[src/rtl/core/assert_macros.svh]
// assertion macros shared by the hasher rtl
`ifndef ASSERT_MACROS_SVH
`define ASSERT_MACROS_SVH

// plain property, sampled on clock, off during reset
`define SHA_ASSERT(lbl, prop, msg) \
   lbl: assert property (@(posedge clock) disable iff (reset) (prop)) else $error(msg);

// same-cycle implication, sampled on clock, off during reset
`define SHA_ASSERT_IMP(lbl, ante, cons, msg) \
   lbl: assert property (@(posedge clock) disable iff (reset) (ante) |-> (cons)) \
      else $error(msg);

// next-cycle implication, sampled on clock, off during reset
`define SHA_ASSERT_NEXT(lbl, ante, cons, msg) \
   lbl: assert property (@(posedge clock) disable iff (reset) (ante) |=> (cons)) \
      else $error(msg);

`endif

[src/rtl/core/sha256s_pkg.sv]
// types, constants and round functions of the sha-256 stream hasher
package sha256s_pkg;

   localparam int unsigned HASH_WORDS = 8;
   localparam int unsigned ROUNDS     = 64;
   localparam int unsigned SCHED_TAPS = 16;

   localparam logic [5:0] FILL_LAST = 6'd63;
   localparam logic [5:0] LEN_START = 6'd56;
   localparam logic [5:0] ROUND_LAST = 6'd63;
   localparam logic [7:0] PAD_BYTE  = 8'h80;
   localparam logic [1:0] WORD_LAST = 2'd3;

   localparam logic [31:0] INIT_HASH [HASH_WORDS] = '{
      32'h6a09e667, 32'hbb67ae85, 32'h3c6ef372, 32'ha54ff53a,
      32'h510e527f, 32'h9b05688c, 32'h1f83d9ab, 32'h5be0cd19
   };

   localparam logic [31:0] ROUND_K [ROUNDS] = '{
      32'h428a2f98, 32'h71374491, 32'hb5c0fbcf, 32'he9b5dba5,
      32'h3956c25b, 32'h59f111f1, 32'h923f82a4, 32'hab1c5ed5,
      32'hd807aa98, 32'h12835b01, 32'h243185be, 32'h550c7dc3,
      32'h72be5d74, 32'h80deb1fe, 32'h9bdc06a7, 32'hc19bf174,
      32'he49b69c1, 32'hefbe4786, 32'h0fc19dc6, 32'h240ca1cc,
      32'h2de92c6f, 32'h4a7484aa, 32'h5cb0a9dc, 32'h76f988da,
      32'h983e5152, 32'ha831c66d, 32'hb00327c8, 32'hbf597fc7,
      32'hc6e00bf3, 32'hd5a79147, 32'h06ca6351, 32'h14292967,
      32'h27b70a85, 32'h2e1b2138, 32'h4d2c6dfc, 32'h53380d13,
      32'h650a7354, 32'h766a0abb, 32'h81c2c92e, 32'h92722c85,
      32'ha2bfe8a1, 32'ha81a664b, 32'hc24b8b70, 32'hc76c51a3,
      32'hd192e819, 32'hd6990624, 32'hf40e3585, 32'h106aa070,
      32'h19a4c116, 32'h1e376c08, 32'h2748774c, 32'h34b0bcb5,
      32'h391c0cb3, 32'h4ed8aa4a, 32'h5b9cca4f, 32'h682e6ff3,
      32'h748f82ee, 32'h78a5636f, 32'h84c87814, 32'h8cc70208,
      32'h90befffa, 32'ha4506ceb, 32'hbef9a3f7, 32'hc67178f2
   };

   typedef enum logic [2:0] {
      ST_IDLE,
      ST_ROUND,
      ST_FINAL,
      ST_PAD,
      ST_EMIT
   } ctrl_state_type;

   // source of the byte shifted into the block window
   typedef enum logic [1:0] {
      SEL_MSG,
      SEL_MARK,
      SEL_ZERO,
      SEL_LEN
   } byte_sel_type;

   typedef struct packed {
      logic         shift_en;
      byte_sel_type sel;
      logic         count_en;
      logic         round_en;
      logic         final_en;
      logic         init_en;
      logic [1:0]   word_sel;
   } dp_cmd_type;

   typedef struct packed {
      logic [5:0] fill;
      logic       round_last;
   } dp_sts_type;

   function automatic logic [31:0] rotr(input logic [31:0] x, input int unsigned n);
      rotr = (x >> n) | (x << (32 - n));
   endfunction

   function automatic logic [31:0] big_sigma0(input logic [31:0] x);
      big_sigma0 = rotr(x, 2) ^ rotr(x, 13) ^ rotr(x, 22);
   endfunction

   function automatic logic [31:0] big_sigma1(input logic [31:0] x);
      big_sigma1 = rotr(x, 6) ^ rotr(x, 11) ^ rotr(x, 25);
   endfunction

   function automatic logic [31:0] small_sigma0(input logic [31:0] x);
      small_sigma0 = rotr(x, 7) ^ rotr(x, 18) ^ (x >> 3);
   endfunction

   function automatic logic [31:0] small_sigma1(input logic [31:0] x);
      small_sigma1 = rotr(x, 17) ^ rotr(x, 19) ^ (x >> 10);
   endfunction

endpackage

[src/rtl/core/sha256s_req_if.sv]
// request channel: one message byte with its flags per word
interface sha256s_req_if;
   logic       valid;
   logic       ready;
   logic [7:0] data_byte;
   logic       byte_present;
   logic       end_of_message;

   modport source (output valid, data_byte, byte_present, end_of_message, input ready);
   modport sink   (input valid, data_byte, byte_present, end_of_message, output ready);
endinterface

[src/rtl/core/sha256s_rsp_if.sv]
// response channel: one 64-bit digest slice per word
interface sha256s_rsp_if;
   logic        valid;
   logic        ready;
   logic [63:0] digest_word;
   logic [1:0]  word_index;
   logic        last_word;

   modport source (output valid, digest_word, word_index, last_word, input ready);
   modport sink   (input valid, digest_word, word_index, last_word, output ready);
endinterface

[src/rtl/core/sha256s_datapath.sv]
// sha-256 datapath: block window, schedule, round logic, hash and length registers
`include "assert_macros.svh"

module sha256s_datapath (
   input  logic                   clock,
   input  logic                   reset,
   input  sha256s_pkg::dp_cmd_type cmd,
   input  logic [7:0]             data_byte,
   output sha256s_pkg::dp_sts_type sts,
   output logic [63:0]            digest_word
);
   import sha256s_pkg::*;

   logic [31:0] win_ff   [SCHED_TAPS];
   logic [31:0] win_in   [SCHED_TAPS];
   logic [31:0] hash_ff  [HASH_WORDS];
   logic [31:0] hash_in  [HASH_WORDS];
   logic [31:0] work_ff  [HASH_WORDS];
   logic [31:0] work_in  [HASH_WORDS];
   logic [63:0] len_ff;
   logic [63:0] len_in;
   logic [5:0]  fill_ff;
   logic [5:0]  fill_in;
   logic [5:0]  round_ff;
   logic [5:0]  round_in;
   logic [7:0]  byte_new;
   logic [7:0]  len_byte;
   logic [5:0]  len_shift;
   logic [31:0] sched_new;
   logic [31:0] t1;
   logic [31:0] t2;
   logic [2:0]  word_hi;

   // length bytes leave most significant first
   assign len_shift = {~fill_ff[2:0], 3'b000};
   assign len_byte  = 8'(len_ff >> len_shift);

   always_comb begin
      unique case (cmd.sel)
         SEL_MSG:  byte_new = data_byte;
         SEL_MARK: byte_new = PAD_BYTE;
         SEL_ZERO: byte_new = 8'h00;
         SEL_LEN:  byte_new = len_byte;
         default:  byte_new = 8'h00;
      endcase
   end

   assign sched_new = small_sigma1(win_ff[14]) + win_ff[9] + small_sigma0(win_ff[1]) + win_ff[0];

   assign t1 = work_ff[7] + big_sigma1(work_ff[4])
             + ((work_ff[4] & work_ff[5]) ^ (~work_ff[4] & work_ff[6]))
             + ROUND_K[round_ff] + win_ff[0];
   assign t2 = big_sigma0(work_ff[0])
             + ((work_ff[0] & work_ff[1]) ^ (work_ff[0] & work_ff[2]) ^ (work_ff[1] & work_ff[2]));

   always_comb begin
      for (int i = 0; i < SCHED_TAPS; i++) begin
         win_in[i] = win_ff[i];
      end
      if (cmd.shift_en) begin
         for (int i = 0; i < SCHED_TAPS - 1; i++) begin
            win_in[i] = {win_ff[i][23:0], win_ff[i+1][31:24]};
         end
         win_in[SCHED_TAPS-1] = {win_ff[SCHED_TAPS-1][23:0], byte_new};
      end else if (cmd.round_en) begin
         for (int i = 0; i < SCHED_TAPS - 1; i++) begin
            win_in[i] = win_ff[i+1];
         end
         win_in[SCHED_TAPS-1] = sched_new;
      end
   end

   always_comb begin
      for (int i = 0; i < HASH_WORDS; i++) begin
         if (cmd.init_en) begin
            hash_in[i] = INIT_HASH[i];
         end else if (cmd.final_en) begin
            hash_in[i] = hash_ff[i] + work_ff[i];
         end else begin
            hash_in[i] = hash_ff[i];
         end
      end
      if (cmd.round_en) begin
         work_in[0] = t1 + t2;
         work_in[1] = work_ff[0];
         work_in[2] = work_ff[1];
         work_in[3] = work_ff[2];
         work_in[4] = work_ff[3] + t1;
         work_in[5] = work_ff[4];
         work_in[6] = work_ff[5];
         work_in[7] = work_ff[6];
      end else begin
         // working set follows the hash so a block starts from it
         for (int i = 0; i < HASH_WORDS; i++) begin
            work_in[i] = hash_in[i];
         end
      end
   end

   always_comb begin
      fill_in  = cmd.shift_en ? fill_ff + 6'd1 : fill_ff;
      round_in = cmd.round_en ? round_ff + 6'd1 : '0;
      if (cmd.init_en) begin
         len_in = '0;
      end else if (cmd.shift_en && cmd.count_en) begin
         len_in = len_ff + 64'd8;
      end else begin
         len_in = len_ff;
      end
   end

   always_ff @(posedge clock) begin
      if (reset) begin
         for (int i = 0; i < HASH_WORDS; i++) begin
            hash_ff[i] <= INIT_HASH[i];
         end
         len_ff   <= '0;
         fill_ff  <= '0;
         round_ff <= '0;
      end else begin
         hash_ff  <= hash_in;
         len_ff   <= len_in;
         fill_ff  <= fill_in;
         round_ff <= round_in;
      end
   end

   always_ff @(posedge clock) begin
      win_ff  <= win_in;
      work_ff <= work_in;
   end

   assign word_hi        = {cmd.word_sel, 1'b0};
   assign digest_word    = {hash_ff[word_hi], hash_ff[word_hi + 3'd1]};
   assign sts.fill       = fill_ff;
   assign sts.round_last = (round_ff == ROUND_LAST);

   `SHA_ASSERT_IMP(a_round_on_full_block, cmd.round_en, fill_ff == '0, "rounds on a partial block")
   `SHA_ASSERT_IMP(a_round_starts_at_zero, $rose(cmd.round_en), round_ff == '0, "round count not cleared")
   `SHA_ASSERT_IMP(a_no_shift_in_rounds, cmd.round_en, !cmd.shift_en, "window shift during rounds")

endmodule

[src/rtl/core/sha256s_ctrl.sv]
// sha-256 controller: byte intake, padding sequence, round and digest sequencing
`include "assert_macros.svh"

module sha256s_ctrl (
   input  logic                    clock,
   input  logic                    reset,
   input  logic                    req_valid,
   input  logic                    req_byte_present,
   input  logic                    req_end_of_message,
   output logic                    req_ready,
   output logic                    rsp_valid,
   input  logic                    rsp_ready,
   output logic [1:0]              rsp_word_index,
   output logic                    rsp_last_word,
   output sha256s_pkg::dp_cmd_type cmd,
   input  sha256s_pkg::dp_sts_type sts
);
   import sha256s_pkg::*;

   ctrl_state_type state_ff;
   ctrl_state_type state_in;
   logic           closing_ff;
   logic           closing_in;
   logic           mark_ff;
   logic           mark_in;
   logic           spill_ff;
   logic           spill_in;
   logic           done_ff;
   logic           done_in;
   logic [1:0]     idx_ff;
   logic [1:0]     idx_in;

   always_ff @(posedge clock) begin
      if (reset) begin
         state_ff   <= ST_IDLE;
         closing_ff <= 1'b0;
         mark_ff    <= 1'b0;
         spill_ff   <= 1'b0;
         done_ff    <= 1'b0;
         idx_ff     <= '0;
      end else begin
         state_ff   <= state_in;
         closing_ff <= closing_in;
         mark_ff    <= mark_in;
         spill_ff   <= spill_in;
         done_ff    <= done_in;
         idx_ff     <= idx_in;
      end
   end

   always_comb begin
      state_in     = state_ff;
      closing_in   = closing_ff;
      mark_in      = mark_ff;
      spill_in     = spill_ff;
      done_in      = done_ff;
      idx_in       = idx_ff;
      req_ready    = 1'b0;
      rsp_valid    = 1'b0;
      cmd          = '0;
      cmd.sel      = SEL_MSG;
      cmd.word_sel = idx_ff;
      unique case (state_ff)
         ST_IDLE: begin
            req_ready = 1'b1;
            if (req_valid) begin
               if (req_byte_present) begin
                  cmd.shift_en = 1'b1;
                  cmd.count_en = 1'b1;
                  if (sts.fill == FILL_LAST) begin
                     state_in   = ST_ROUND;
                     closing_in = req_end_of_message;
                  end else if (req_end_of_message) begin
                     state_in   = ST_PAD;
                     closing_in = 1'b1;
                  end
               end else if (req_end_of_message) begin
                  state_in   = ST_PAD;
                  closing_in = 1'b1;
               end
            end
         end
         ST_ROUND: begin
            cmd.round_en = 1'b1;
            if (sts.round_last) begin
               state_in = ST_FINAL;
            end
         end
         ST_FINAL: begin
            cmd.final_en = 1'b1;
            priority if (done_ff) begin
               state_in = ST_EMIT;
               idx_in   = '0;
            end else if (closing_ff) begin
               state_in = ST_PAD;
            end else begin
               state_in = ST_IDLE;
            end
         end
         ST_PAD: begin
            cmd.shift_en = 1'b1;
            priority if (!mark_ff) begin
               cmd.sel  = SEL_MARK;
               mark_in  = 1'b1;
               // no room for the length behind a late mark, it goes in a fresh block
               spill_in = (sts.fill >= LEN_START) && (sts.fill != FILL_LAST);
            end else if (spill_ff || (sts.fill < LEN_START)) begin
               cmd.sel = SEL_ZERO;
               if (sts.fill == FILL_LAST) begin
                  spill_in = 1'b0;
               end
            end else begin
               cmd.sel = SEL_LEN;
               if (sts.fill == FILL_LAST) begin
                  done_in = 1'b1;
               end
            end
            if (sts.fill == FILL_LAST) begin
               state_in = ST_ROUND;
            end
         end
         ST_EMIT: begin
            rsp_valid = 1'b1;
            if (rsp_ready) begin
               idx_in = idx_ff + 2'd1;
               if (idx_ff == WORD_LAST) begin
                  cmd.init_en = 1'b1;
                  closing_in  = 1'b0;
                  mark_in     = 1'b0;
                  done_in     = 1'b0;
                  state_in    = ST_IDLE;
               end
            end
         end
         default: begin
            state_in = ST_IDLE;
         end
      endcase
   end

   assign rsp_word_index = idx_ff;
   assign rsp_last_word  = (idx_ff == WORD_LAST);

   `SHA_ASSERT_NEXT(a_rounds_then_final, (state_ff == ST_ROUND) && sts.round_last,
      state_ff == ST_FINAL, "missing final add after last round")
   `SHA_ASSERT_IMP(a_length_after_mark, done_ff, mark_ff && closing_ff,
      "length placed without pad mark")
   `SHA_ASSERT_NEXT(a_idle_after_digest, rsp_valid && rsp_ready && rsp_last_word,
      (state_ff == ST_IDLE) && !closing_ff && !mark_ff, "message not restarted after digest")

endmodule

[src/rtl/core/sha256_stream_hasher_core.sv]
// sha-256 stream hasher top level: controller and datapath on two handshake channels
//
// takes one word per handshake on req_chan: a message byte (when byte_present is set)
// and an end_of_message mark. bytes shift into a 64-byte block window, one per cycle;
// while the window is filling the block accepts a word every cycle. the 64th byte of a
// block starts the compression: 64 rounds on a single round unit, then the hash add,
// during which req_chan is held off. end_of_message starts padding: the pad mark, zeros
// and the 64-bit big-endian bit count are shifted in one byte per cycle outside the one
// or two compressions, then the digest leaves on rsp_chan as four 64-bit words, word 0
// carrying h0:h1, last_word set on word 3. no new request word is taken from
// end_of_message until the last digest word is taken; after that the hasher holds the
// standard initial hash values and a zero length. an end_of_message with no byte since
// the previous digest gives the digest of the empty message, and the bit count wraps
// modulo 2^64.

module sha256_stream_hasher_core (
   input  logic          clock,
   input  logic          reset,
   sha256s_req_if.sink   req_chan,
   sha256s_rsp_if.source rsp_chan
);
   import sha256s_pkg::*;

   // controller drives the datapath, datapath reports fill and round status
   dp_cmd_type dp_cmd;
   dp_sts_type dp_sts;

   sha256s_ctrl u_ctrl (
      .clock              (clock),
      .reset              (reset),
      .req_valid          (req_chan.valid),
      .req_byte_present   (req_chan.byte_present),
      .req_end_of_message (req_chan.end_of_message),
      .req_ready          (req_chan.ready),
      .rsp_valid          (rsp_chan.valid),
      .rsp_ready          (rsp_chan.ready),
      .rsp_word_index     (rsp_chan.word_index),
      .rsp_last_word      (rsp_chan.last_word),
      .cmd                (dp_cmd),
      .sts                (dp_sts)
   );

   // digest slice comes straight from the hash registers, stable while emitting
   sha256s_datapath u_datapath (
      .clock       (clock),
      .reset       (reset),
      .cmd         (dp_cmd),
      .data_byte   (req_chan.data_byte),
      .sts         (dp_sts),
      .digest_word (rsp_chan.digest_word)
   );

endmodule
[src/flat_wrapper.sv]
// flat-port wrapper written by rule: the top's interface ports become plain ports
module sha256_stream_hasher_core_flat import sha256s_pkg::*;
  (clock, reset, req_chan_valid, req_chan_data_byte, req_chan_byte_present, req_chan_end_of_message, req_chan_ready, rsp_chan_valid, rsp_chan_digest_word, rsp_chan_word_index, rsp_chan_last_word, rsp_chan_ready);
  sha256s_req_if req_chan_i ();
  sha256s_rsp_if rsp_chan_i ();
  input  logic clock;
  input  logic reset;
  input wire logic [$bits(req_chan_i.valid)-1:0] req_chan_valid;
  input wire logic [$bits(req_chan_i.data_byte)-1:0] req_chan_data_byte;
  input wire logic [$bits(req_chan_i.byte_present)-1:0] req_chan_byte_present;
  input wire logic [$bits(req_chan_i.end_of_message)-1:0] req_chan_end_of_message;
  output wire logic [$bits(req_chan_i.ready)-1:0] req_chan_ready;
  output wire logic [$bits(rsp_chan_i.valid)-1:0] rsp_chan_valid;
  output wire logic [$bits(rsp_chan_i.digest_word)-1:0] rsp_chan_digest_word;
  output wire logic [$bits(rsp_chan_i.word_index)-1:0] rsp_chan_word_index;
  output wire logic [$bits(rsp_chan_i.last_word)-1:0] rsp_chan_last_word;
  input wire logic [$bits(rsp_chan_i.ready)-1:0] rsp_chan_ready;
  assign req_chan_i.valid = req_chan_valid;
  assign req_chan_i.data_byte = req_chan_data_byte;
  assign req_chan_i.byte_present = req_chan_byte_present;
  assign req_chan_i.end_of_message = req_chan_end_of_message;
  assign req_chan_ready = req_chan_i.ready;
  assign rsp_chan_valid = rsp_chan_i.valid;
  assign rsp_chan_digest_word = rsp_chan_i.digest_word;
  assign rsp_chan_word_index = rsp_chan_i.word_index;
  assign rsp_chan_last_word = rsp_chan_i.last_word;
  assign rsp_chan_i.ready = rsp_chan_ready;
  sha256_stream_hasher_core u_core (.clock(clock), .reset(reset), .req_chan(req_chan_i), .rsp_chan(rsp_chan_i));
endmodule
[config.mk]
export PLATFORM = sky130hd
export DESIGN_NAME = sha256_stream_hasher_core_flat
export DESIGN_NICKNAME = d
export VERILOG_FILES = /design/src/rtl/core/sha256s_pkg.sv /design/src/rtl/core/sha256s_req_if.sv /design/src/rtl/core/sha256s_rsp_if.sv /design/src/rtl/core/sha256s_datapath.sv /design/src/rtl/core/sha256s_ctrl.sv /design/src/rtl/core/sha256_stream_hasher_core.sv /design/src/flat_wrapper.sv
export VERILOG_INCLUDE_DIRS = /design/src /design/src/rtl/core
export SDC_FILE = /design/constraint.sdc
export NUM_CORES = 2
export LEC_CHECK = 0
export ABC_CLOCK_PERIOD_IN_PS = 21200
export BUFFER_PORTS_ARGS = -buffer_cell sky130_fd_sc_hd__buf_4
export CORE_UTILIZATION = 60
export CTS_CLUSTER_DIAMETER = 120
export CTS_CLUSTER_SIZE = 10
export DETAILED_ROUTE_END_ITERATION = 7
export GPL_TIMING_DRIVEN = 0
export PLACE_DENSITY = 0.87
export SYNTH_ARGS = -nofsm -noshare
export SYNTH_HDL_FRONTEND = slang
export SYNTH_SLANG_ARGS = --single-unit
[constraint.sdc]
create_clock -name clock -period 21.2 [get_ports clock]
set_clock_uncertainty 0.05 [all_clocks]
set_input_delay 4.24 -clock clock [delete_from_list [all_inputs] [get_ports clock]]
set_output_delay 4.24 -clock clock [all_outputs]
set_load 0.01 [all_outputs]
==> out/results.tsv <==
stage	metric	value	unit
finish	synthesis-to-finish area growth	8.93	%
status	failing checks	max-capacitance violations, max-slew violations	
global_route	first-pass GRT wire length	448	mm
finish	fraction of layout cells with a size suffix above 1	4.97	%
routing	DRC	0	
global_route	grt met3 use	23.2	%
synthesis	EDFF count, synth	512	
setup_path	reg-to-reg slack, setup	9.58	ns
global_route	total track usage	51.7	%
timing	fmax	0.0861	GHz
clock_network	htree depth	3	
timing	worst slew pin tran	1.79	ns
timing	Setup TNS Final	0	ns
synthesis	Synth Flop Type	dfxtp_1	
min_path	worst min-delay path class	flip-flop to flip-flop	
setup_path	Crit. End Element	flip-flop	
synthesis	sequential cell area fraction in the yosys report	37.6	%
setup_path	CP required	21.75	ns
floorplan	Die Wd	349	µm
clock_network	cts hold-fix bufs	0	
placement	HPWL Detailed	239	mm
global_route	GRT Residual Overflow	0	
routing	Vias/cell	6.82	
setup_path	CP max stage delay	0.77	ns
global_route	global routing usage on met2	73.1	%
synthesis	Post-Syn Instances	8344	
finish	nets	9172	
clock_network	TritonCTS clock tree	built	
setup_path	crit path max fanout	10	
routing	wire per inst	31.5	µm
setup_path	Crit-path slowest cell	xor2_1	
global_route	number of global-route vias before repair	65200	
setup_path	Most common cell on crit path	inv_1	
timing	minimum clock period	11.62	ns
synthesis	Synth Register Bits	1106	
timing	Final Hold Fails	0	
routing	1st-pass router iterations	8	
floorplan	placement row count	127	
timing	Final Cycle Share	54.8	%
global_route	met1 Use GR	59.1	%
synthesis	Synth async-reset ratio	0	%
setup_path	Startpoint Class	flip-flop	
synthesis	synthesized area	72400	µm²
synthesis	Ys Warns	0	
clock_network	CTS resizes	0	
timing	slew margin rel.	-19.5	%
setup_path	crit path DAT	12.17	ns
setup_path	CP Class	flip-flop to flip-flop	
routing	WL final	323	mm
synthesis	count of unique library cells instantiated by Yosys	92	
synthesis	syn nets	8956	
setup_path	Bufs and invs on worst path	6	
clock_network	clk sinks	1106	
floorplan	Initial Utilization	60.4	%
timing	pins over their slew limit	306	
global_route	largest net degree at the start of global routing	79	
routing	antenna-violating nets left	0	
placement	Port Buf Inserts	80	
clock_network	Skew-Pair Late Insertion Delay	0.81	ns
global_route	layer with the highest usage	met2	
floorplan	Die Height	349	µm
placement	Final GP Congestion	1.17	
floorplan	io pins	83	
clock_network	Post-CTS Setup Inserts	0	
status	status	complete, but fails checks	
timing	RSZ-0062 raised after global routing	false	
job	Max Cap Viol	30	
routing	routed vias	69900	
floorplan	die footprint	122000	µm²
setup_path	Crit path max-delay family	compound AO/OA/AOI/OAI gates	
synthesis	Avg Cell Area, Syn	8.68	µm²
clock_network	CTS root buffer	clkbuf_16	
global_route	initial antenna violation count	25	
floorplan	core area	120000	µm²
routing	DRT iter0 DRCs	12200	
timing	final setup fails	0	
clock_network	CTS max path bufs	3	
clock_network	CTS clk-pin slew, worst paths	0.07	ns
clock_network	TritonCTS buffer count	120	
==> final timing paths <==
check | startpoint | to | cells after the start
hold reg to reg | u_core.u_ctrl.closing_ff | u_core.u_ctrl.closing_ff | 2
setup / recovery | u_core.u_datapath.round_ff[1] | u_core.u_datapath.work_ff[255] | 38
setup reg to reg | u_core.u_datapath.round_ff[1] | u_core.u_datapath.work_ff[255] | 38
hold / removal | u_core.u_ctrl.closing_ff | u_core.u_ctrl.closing_ff | 2
==> final cells by class <==
cell class	count	area [µm²]
Multi-Input combinational cell	6323	41700
Fill cell	9596	40900
Sequential cell	1106	27300
Clock buffer	175	3250
Tap cell	1612	2020
Buffer	485	1880
Inverter	430	1610
Timing Repair Buffer	94	911
Clock inverter	6	170
Antenna cell	21	52.6
==> synthesized netlist by cell type (10+ instances only) <==
library cell	number	area, µm²
a22oi_1	17	128
o22a_1	16	140
o21a_1	52	390
nor2_1	579	2170
a311oi_1	11	96.3
inv_1	429	1610
o22ai_1	34	213
mux2_2	32	360
ha_1	403	5040
a41oi_1	20	175
o31a_1	20	175
o21ai_0	428	2140
xor2_1	214	1870
edfxtp_1	512	15400
dfxtp_1	594	11900
a31oi_1	60	375
a21o_1	242	1820
o211ai_1	51	383
a22o_1	10	87.6
nand4_1	33	206
buf_1	45	169
o311ai_0	16	140
and2_1	21	131
mux2i_1	70	701
o221ai_1	11	96.3
nand3_1	115	576
nand2_1	1948	7310
nor3_1	95	475
xnor2_1	394	3450
nor2b_1	46	288
nor3b_1	22	165
a21oi_1	544	2720
fa_1	195	3900
or3_1	40	250
and3_1	50	313
nand2b_1	86	538
o21bai_1	43	323
mux4_2	81	1820
nand3b_1	16	120
a211oi_1	57	428
clkbuf_1	433	1630
a21boi_0	18	135
or2_2	21	131
o31ai_1	56	420
==> through the flow <==
step	instances	setup slack, ns	util [%]	instance area, µm²	hold WS (ns)
after floorplan	8344	4.69	-	72400	0.389
after global placement	10000	0.256	62.6	75000	0.396
after detailed placement	10000	10.52	62.9	75300	0.417
after CTS	10200	10.42	65.7	78800	0.424
after global routing	10200	9.64	65.8	78800	0.459
final	10300	9.58	65.8	78900	0.425
==> cells in the final DEF (no fill, tap or decap), types with 214 or more instances in the layout <==
| master | n |
|---|---|
| a21o_1 | 242 |
| dfxtp_1 | 594 |
| ha_1 | 403 |
| a21oi_1 | 543 |
| nand2_1 | 1947 |
| nor2_1 | 579 |
| xor2_1 | 214 |
| clkbuf_1 | 459 |
| edfxtp_1 | 512 |
| xnor2_1 | 393 |
| inv_1 | 429 |
| o21ai_0 | 428 |
==> flip-flops by register name (all words and copies together), names as in the netlist <==
| register | flops |
|---|---|
| u_core.u_datapath.win_ff | 512 |
| u_core.u_datapath.hash_ff | 256 |
| u_core.u_datapath.work_ff | 256 |
| u_core.u_datapath.len_ff | 61 |
| u_core.u_datapath.fill_ff | 6 |
| u_core.u_datapath.round_ff | 6 |
| u_core.u_ctrl.state_ff | 3 |
| u_core.u_ctrl.rsp_word_index | 2 |
| u_core.u_ctrl.closing_ff | 1 |
| u_core.u_ctrl.done_ff | 1 |
| u_core.u_ctrl.mark_ff | 1 |
| u_core.u_ctrl.spill_ff | 1 |
==> routing by layer <==
layer  vias to the layer above  share of wire (%)
li1                      29100                  -
met1                     32700                 32
met2                      6270                 40
met3                      1836                 17
met4                        18                 11
met5                         -              0.062
==> cell families (layout without fill, tap and decap cells) <==
family | Yosys count | count (layout) | share of synthesized area (%)
compound gates | 1814 | 1814 | 15.8
xor+xnor | 608 | 608 | 7.35
fa+ha+maj | 601 | 601 | 12.4
buf+inv | 915 | 1190 | 4.76
flops | 1106 | 1106 | 37.6
mux | 183 | 183 | 3.98
other cells | 0 | 21 | 0
simple gates | 3117 | 3117 | 18.1
==> worst reg2reg max path, delay by kind of cell, from the launching register on <==
| family | cells | cell delay (ns) |
|---|---|---|
| flip-flops | 1 | 0.56 |
| XOR/XNOR | 2 | 0.98 |
| AO/OA/AOI/OAI | 18 | 4.38 |
| AND/OR/NAND/NOR | 7 | 1.82 |
| adder cells (fa/ha/maj) | 5 | 1.97 |
| buffers and inverters | 6 | 1.68 |
Power is not shown: default switching activity piles up to over one toggle a cycle in this logic, so the estimate is an artifact.
